### config.mk
export PLATFORM = sky130hd
export DESIGN_NAME = sbc_ctrl
export DESIGN_NICKNAME = d
export VERILOG_FILES = /design/src/rtl/sbc_pkg.sv /design/src/rtl/sbc_ctrl.sv
export SDC_FILE = /design/constraint.sdc
export NUM_CORES = 1
export LEC_CHECK = 0
export ABC_CLOCK_PERIOD_IN_PS = 1200
export CAP_MARGIN = 10
export CORE_AREA = 2 2 39 41
export DETAILED_ROUTE_END_ITERATION = 10
export DIE_AREA = 0 0 41 43
export DONT_BUFFER_PORTS = 1
export SLEW_MARGIN = 40
export SYNTH_ARGS = -nofsm -noshare
export SYNTH_HDL_FRONTEND = slang
export SYNTH_SLANG_ARGS = --single-unit
export TNS_END_PERCENT = 100
### constraint.sdc
create_clock -name clk -period 1.2 [get_ports clk]
set_clock_uncertainty 0.05 [all_clocks]
set_input_delay 0.18 -clock clk [delete_from_list [all_inputs] [get_ports clk]]
set_output_delay 0.18 -clock clk [all_outputs]
set_load 0.005 [all_outputs]
### src/rtl/sbc_pkg.sv
// ----------------------------------------------------------------------------
// sbc_pkg
// Shared types and constants of the sector block cache prefetcher.
// ----------------------------------------------------------------------------
package sbc_pkg;

	localparam int INDEX_BITS_DEF    = 12;
	localparam int BLOCK_SECTORS_DEF = 16;
	localparam int QUEUE_DEPTH_DEF   = 16;
	localparam int MAX_PREFETCH_DEF  = 16;

	typedef enum logic [1:0] {
		CMD_HOST  = 2'd0,
		CMD_POLL  = 2'd1,
		CMD_DONE  = 2'd2,
		CMD_MEDIA = 2'd3
	} cmd_t;

	typedef enum logic [3:0] {
		ACT_IGNORED = 4'd0,
		ACT_QUEUED  = 4'd1,
		ACT_HIT     = 4'd2,
		ACT_ISSUE   = 4'd3,
		ACT_FILLED  = 4'd4,
		ACT_FAILED  = 4'd5,
		ACT_DROPPED = 4'd6,
		ACT_FLUSHED = 4'd7,
		ACT_IDLE    = 4'd8
	} action_t;

	// commands from the controller to the datapath
	typedef struct packed {
		logic accept;
		logic align;
		logic lookup;
		logic commit;
		logic clear;
	} ctrl_cmd_t;

	// status from the datapath to the controller
	typedef struct packed {
		logic in_host;
		logic media_q;
		logic out_stall;
		logic clear_last;
	} ctrl_stat_t;

endpackage

### src/rtl/sbc_ctrl.sv
// ----------------------------------------------------------------------------
// sbc_ctrl
// Sequencer: accept, block alignment, tag lookup, commit and tag clear sweep.
// ----------------------------------------------------------------------------
module sbc_ctrl import sbc_pkg::*; (
	input  logic       clk,
	input  logic       arst_n,
	input  logic       in_valid,
	output logic       in_ready,
	input  ctrl_stat_t stat,
	output ctrl_cmd_t  ctl
);

	typedef enum logic [4:0] {
		S_IDLE  = 5'b00001,
		S_ALIGN = 5'b00010,
		S_READ  = 5'b00100,
		S_WRITE = 5'b01000,
		S_CLEAR = 5'b10000
	} state_t;

	state_t state_q, state_d;

	always_ff @(posedge clk or negedge arst_n) begin
		if (!arst_n) begin
			state_q <= S_CLEAR;
		end else begin
			state_q <= state_d;
		end
	end

	always_comb begin
		state_d  = state_q;
		ctl      = '0;
		in_ready = 1'b0;
		unique case (state_q)
			S_IDLE: begin
				in_ready = 1'b1;
				if (in_valid) begin
					ctl.accept = 1'b1;
					// host requests need the block alignment first
					state_d = stat.in_host ? S_ALIGN : S_WRITE;
				end
			end
			S_ALIGN: begin
				ctl.align = 1'b1;
				state_d   = S_READ;
			end
			S_READ: begin
				ctl.lookup = 1'b1;
				state_d    = S_WRITE;
			end
			S_WRITE: begin
				if (!stat.out_stall) begin
					ctl.commit = 1'b1;
					state_d    = stat.media_q ? S_CLEAR : S_IDLE;
				end
			end
			S_CLEAR: begin
				ctl.clear = 1'b1;
				if (stat.clear_last) begin
					state_d = S_IDLE;
				end
			end
			default: begin
				state_d = S_CLEAR;
			end
		endcase
	end

endmodule

### Word level (Yosys, flattened, before mapping)

Cells that the tools add are included.

| cells by class | value |
|---|---|
| equality and inequality tests | 8 |
| multiplexer cells | 14 |
| reduce and logical (&&, ||, !) cells | 1 |

Operators with widths:

| cell | number |
|---|---|
| $pmux W5 S5 | 1 |
| $mux W5 | 4 |
| $mux W1 | 8 |
| $ne A2 B2 Y1 const B | 3 |
| $eq A5 B1 Y1 const B | 1 |
| $eq A5 B2 Y1 const B | 1 |
| $eq A5 B3 Y1 const B | 1 |
| $eq A5 B4 Y1 const B | 1 |
| $eq A5 B5 Y1 const B | 1 |
| $mux W4 | 1 |
| $reduce_and A3 Y1 | 1 |

| word-level totals | value |
|---|---|
| flip-flop bits (word level) | 5 |
| input port bits | 7 |
| output and inout bits | 6 |
| word-level logic and storage cells | 24 |

### Longest topological paths before layout

Gate-level depths: netlist of the first run.

| depth | value |
|---|---|
| depth in word-level cells | 3 |
| gate-level depth with buffers | 5 |
| depth with buffers taken out | 4 |

### Worst setup path after synthesis of the first run

Ideal clock, no wire load.

| path | value |
|---|---|
| kind | reg2out |
| start | register state_q[0] |
| end | output port ctl[2] in the netlist's numbering |
| data arrival time | 1.089 ns |
| required time | 0.970 ns |
| slack | -0.119 ns |
| cell stages (with the launch flop) | 4 |
| path buffers | 1 |
| path through | dfrtp_1 > buf_6 > or3_4 > nor3b_1 |

RTL lines:

| element | line | source |
|---|---|---|
| from (decl) | sbc_ctrl.sv:22 | `state_t state_q, state_d;` |
| from (signal assigned) | sbc_ctrl.sv:28 | `state_q <= state_d;` |
| to (decl) | sbc_ctrl.sv:11 | `output ctrl_cmd_t ctl` |

==> out/results.tsv, run 1 <==
metric	value	unit
die area	0.00176	mm2
worst hold margin	46.8	ps
Post-synth top cells	4 x dfrtp_1, 4 x nor2_1, 3 x and3_1, 3 x inv_1	
largest net degree at the start of global routing	8	
io pins	13	
net count after synthesis	48	
DRC viols	0	
global-route wire length before repair	1430	um
H-Tree Depth	1	
unrepaired setup endpoints after global routing	true	
layout cells sized above 1	0.456	
die width	41	um
total power draw	1.11	mW
CP Data Arrival Time	1290	ps
failing checks	negative setup slack	
Worst path slowest cell	or3_4	
R2R cell count	3	
TritonCTS buffer count	3	
GRT overflow	0	
total vias in the final route	378	
Primary FF master, synth	dfrtp_1	
synth warn	0	
Reg2Reg Setup Slack	-120	ps
Startpoint Class	flop	
Clock Power Share	0.176	
final setup vio count	7	
worst hold stages	1	
Layout fillers	145	
switching share of power	0.373	
Post-synth ARST share	1.00	
pwr/cell area	2020	mW/mm2
Finished Layout Cells	73	
Comb pwr share	0.578	
Cells after Synth	41	
CTS tree	done	
Post-synth EDFFs	0	
Post-Syn Area	369	um2
vias in the first global route	344	
Hold Fails Final Rpt	0	
status	complete, but fails checks	
post-synthesis cell type count	27	
CP peak stage delay	420	ps
Post-Place Setup Slack	-112	ps
Max VDD drop	898	uV
Reg clk slew, reported paths	40	ps
CTS max path bufs	2	
max frequency	658	MHz
Vias/cell	5.18	
drt wl/cell	12.9	um
total track usage	0.122	
Crit path max-delay family	simple AND/OR/NAND/NOR gates	
nets	65	
Net Sw Power	0.413	mW
clock sinks	5	
area share of the leading cell type in the synthesized netlist	0.271	
Rows	14	
Req. time, crit path	970	ps
Seq/Total Area, Yosys	0.342	
Post-DP HPWL	733	um
Buf/Inv on CP	0	
Slew @ Worst Pin	253	ps
# diodes	0	
largest fanout on the critical path	4	
Placer Congestion	0.779	
Final Cycle Share	1.27	
total negative setup slack	-1670	ps
CP Cell Sequence	or3_4 > nor3b_4	
synth top area cells	dfrtp_1 27%, dfstp_2 7.1%, and3_1 5.1%, nor3b_4 5.1%, nor2_1 4.1%	
initial antenna violation count	0	
max cap viols	0	
Antenna Nets Post-Route	0	
Setup crit end kind	primary output	
Die Span Y	43	um
Slew Limit Fails	0	
Syn-to-layout area delta	48.1	%
Crit Path Class	flop to primary output	
Core Area	0.00138	mm2
I/O Buffers	0	
mean post-synth cell area	9.00	um2
Initial Utilization	0.267	
PnR worst setup slack	-319	ps
Slew headroom	0.829	
DRT Pass-1 Iters	4	
Largest register FFs	5	
top flop regs	state_q: 5 flops	
later-pin clock latency in the skew report	240	ps
min cycle time layout	1520	ps
dpl cells	63	
synthesized flop and latch total	5	
Root Buffer	clkbuf_4	
Iteration-0 DRC Markers	8	
critical path depth	2	
post-synth top area cell	dfrtp_1	
Flop pwr share	0.246	
Int Pwr	0.693	mW
Top reg by flops	state_q	
leakage power	0.246	nW
Hold WC Path Type	input pin to flop	
WL final	942	um
final timing paths:
| path | startpoint | end |
|---|---|---|
| worst max-delay path | state_q[1] | ctl[0] |
| worst min-delay path | stat[3] | state_q[1] |
| worst max register to register | state_q[1] | state_q[4] |
| worst min register to register | state_q[3] | state_q[3] |
| max in group asynchronous | arst_n | state_q[4] |
| min in group asynchronous | arst_n | state_q[2] |
power by group through the flow:
stage               registers, mW  logic (mW)  clock network [mW]
finish                      0.272       0.639               0.194
global route                0.275       0.682               0.223
CTS                         0.269       0.609               0.203
detailed placement          0.289       0.498                   0
global placement            0.287       0.498                   0
floorplan                   0.246       0.444                   0
cell families (layout without fill, tap and decap cells):
family / count (synthesis) / count (layout) / synth area share
and+or+nand+nor: 22 / 22 / 0.420
xor gates and xnor gates: 1 / 1 / 0.0237
AOI/OAI and AO/OA: 7 / 7 / 0.125
buffers and inverters: 6 / 22 / 0.0881
DFF: 5 / 5 / 0.342
layer usage:
metal | vias to the layer above | share of wire | GRT usage
met5 | - | 0 | 0
met2 | 12 | 0.51 | 0.191
met1 | 180 | 0.43 | 0.137
li1 | 186 | - | -
met4 | 0 | 0 | 0.0800
met3 | 0 | 0.057 | 0.0314
cell usage in the layout, fill, tap and decap left out, types with 2 or more instances in the layout:
master,Yosys,routed
dlygate4sd3_1,0,2
and3_1,3,3
dfrtp_1,4,3
inv_1,3,2
nor2_2,0,2
nor2_1,4,2
buf_4,0,12
clkbuf_4,0,3
area by class of cell:
| class | count | area [um2] | share of cell area |
|---|---|---|---|
| multi-input combinational | 30 | 240 | 0.439 |
| sequential | 5 | 128 | 0.233 |
| timing repair buffer | 15 | 121 | 0.222 |
| clock buffer | 4 | 26.3 | 0.0481 |
| tap | 16 | 20.0 | 0.0366 |
| inverter | 3 | 11.3 | 0.0206 |
what timing repair did:
action,in CTS,in global routing
endpoints found under the setup margin,10,10
hold endpoints to repair,6,0
hold buffers,2,0
resized for setup,3,5
pin swaps,5,2
buffers inserted,3,1
per-stage QoR:
step / utilization / area, um2
after floorplan: - / 387
after global placement: 0.323 / 447
after detailed placement: 0.323 / 447
after CTS: 0.377 / 522
after global routing: 0.395 / 547
final: 0.395 / 547
Power figures use the tool's default switching activity.
==> run 2, diff against run 1 <==
--- a/config.mk
+++ b/config.mk
@@ -5,7 +5,7 @@
 export SDC_FILE = /design/constraint.sdc
 export NUM_CORES = 1
 export LEC_CHECK = 0
-export ABC_CLOCK_PERIOD_IN_PS = 1200
+export ABC_CLOCK_PERIOD_IN_PS = 1750
 export CAP_MARGIN = 10
 export CORE_AREA = 2 2 39 41
 export DETAILED_ROUTE_END_ITERATION = 10
==> constraint.sdc (replaced) <==
create_clock -name clk -period 1.75 [get_ports clk]
set_clock_uncertainty 0.05 [all_clocks]
set_input_delay 0.2625 -clock clk [delete_from_list [all_inputs] [get_ports clk]]
set_output_delay 0.2625 -clock clk [all_outputs]
set_load 0.005 [all_outputs]
==> run 2 against run 1 <==
Effect of this change: the run now ends clean; via count shrank 16%; global-route usage shrank 1.8 points; sequential power shrank 14%; critical path depth is the same; final area shrank 23%; sequential cell count is the same; sequential share of layout area grew 6.5 points; count of clock-buffer cells in the layout is the same; cell count shrank 19%; utilization shrank 9.0 points; critical endpoint is now ctl[1]; largest cell class unchanged; highest routed layer unchanged.
==> out/results.tsv, run 2 (synthesis gave the netlist of run 1 again) <==
metric	value	unit	change
later-pin clock latency in the skew report	240	ps	about the same
Root Buffer	clkbuf_4		unchanged
Final Cycle Share	0.947		
Max VDD drop	437	uV	was 898 uV
worst hold margin	91.9	ps	was 46.8 ps
WL final	843	um	was 942 um
largest fanout on the critical path	8		was 4
top flop regs	state_q: 5 flops		unchanged
DRC viols	0		unchanged
Largest register FFs	5		unchanged
total vias in the final route	319		was 378
Req. time, crit path	1440	ps	was 970 ps
die area	0.00176	mm2	unchanged
Die Span Y	43	um	unchanged
Area after DPL	368	um2	was 447 um2
total power draw	0.629	mW	was 1.11 mW
Reg clk slew, reported paths	40	ps	about the same
Slew @ Worst Pin	347	ps	was 253 ps
max frequency	603	MHz	
DRT Pass-1 Iters	4		unchanged
Setup crit end kind	primary output		unchanged
Slew Limit Fails	0		unchanged
Initial Utilization	0.267		unchanged
Finished Layout Cells	59		was 73
Crit Path Class	flop to primary output		unchanged
Vias/cell	5.41		was 5.18
global-route wire length before repair	1250	um	was 1430 um
dpl cells	54		was 63
I/O Buffers	0		unchanged
pwr/cell area	1490	mW/mm2	was 2020 mW/mm2
clock sinks	5		unchanged
commonest cells after routing, fill and taps aside	4 x dfrtp_1, 3 x nor2_1, 3 x inv_1, 3 x and3_1, 3 x clkbuf_4		was 12 x buf_4, 3 x and3_1, 3 x clkbuf_4, 3 x dfrtp_1
H-Tree Depth	1		unchanged
# diodes	0		unchanged
CP Data Arrival Time	1340	ps	was 1290 ps
Core Area	0.00138	mm2	unchanged
total negative setup slack	0	ps	was -1670 ps
nets	51		was 65
layout cells sized above 1	0.209		was 0.456
vias in the first global route	273		was 344
Syn-to-layout area delta	14.6	%	was 48.1%
Hold Fails Final Rpt	0		unchanged
min cycle time layout	1660	ps	
CTS max path bufs	2		unchanged
Antenna Nets Post-Route	0		unchanged
Rows	14		unchanged
Placer Congestion	0.694		was 0.779
leakage power	0.176	nW	was 0.246 nW
Post-Layout Inst Area	423	um2	was 547 um2
CP Cell Sequence	or3_1 > nor4_2		was or3_4 > nor3b_4
Worst path slowest cell	or3_1		was or3_4
TritonCTS buffer count	3		unchanged
max cap viols	0		unchanged
Startpoint Class	flop		unchanged
Buf/Inv on CP	0		unchanged
status	finished, final reports clean		was complete, but fails checks
GRT overflow	0		unchanged
Post-DP HPWL	629	um	was 733 um
total track usage	0.104		was 0.122
unrepaired setup endpoints after global routing	false		was true
io pins	13		unchanged
most common cell after layout, fill and taps aside	dfrtp_1		was buf_4
Iteration-0 DRC Markers	6		was 8
final setup vio count	0		was 7
initial antenna violation count	0		unchanged
largest net degree at the start of global routing	11		was 8
drt wl/cell	14.3	um	was 12.9 um
Hold WC Path Type	input pin to flop		unchanged
Top reg by flops	state_q		unchanged
die width	41	um	unchanged
Slew headroom	0.768		was 0.829
Crit path max-delay family	simple AND/OR/NAND/NOR gates		unchanged
CP peak stage delay	460	ps	was 420 ps
CTS tree	done		unchanged
-- run 2: path summary, 6_finish.rpt --
kind                            start    endpoint  slack (ps)  cells after the start
setup reg to reg           state_q[1]  state_q[4]         390                      3
min in group asynchronous      arst_n  state_q[3]         260                      1
max in group asynchronous      arst_n  state_q[4]        1130                      1
hold / removal               in_valid  state_q[0]          90                      1
hold reg to reg            state_q[4]  state_q[3]         560                      1
setup / recovery           state_q[1]      ctl[1]          90                      2
-- run 2: power by group --
group / internal (mW) / total, mW / switching (mW)
registers: 0.155 / 0.234 / 0.0786
logic: 0.135 / 0.258 / 0.124
clock network: 0.0864 / 0.137 / 0.0506
-- run 2: routing by layer --
| layer | track usage | wire, um | vias up |
|---|---|---|---|
| met3 | 0.0471 | 66 | 0 |
| met2 | 0.150 | 408 | 11 |
| met5 | 0 | 0 | - |
| li1 | - | - | 154 |
| met4 | 0.0200 | 0 | 0 |
| met1 | 0.139 | 368 | 154 |
-- run 2: final cells by class --
class | count | area (um2)
Sequential cell | 5 | 126
Fill cell | 160 | 961
Inverter | 3 | 11.3
Multi-Input combinational cell | 30 | 229
Timing Repair Buffer | 1 | 10.0
Clock buffer | 4 | 26.3
Tap cell | 16 | 20.0
-- run 2: what timing repair did --
item | 4_1_cts | 5_1_grt
buffers inserted | 0 | 0
hold buffers | 1 | 0
endpoints found under the setup margin | 0 | 3
resized for setup | 0 | 4
endpoints found under the hold margin | 5 | 0
-- run 2: per-stage QoR --
step	worst slack, ps	utilization
2_1_floorplan	349	-
5_1_grt	29.0	0.306
3_3_place_gp	274	0.266
6_report	92.7	0.306
4_1_cts	4.71	0.292
3_5_place_dp	269	0.266
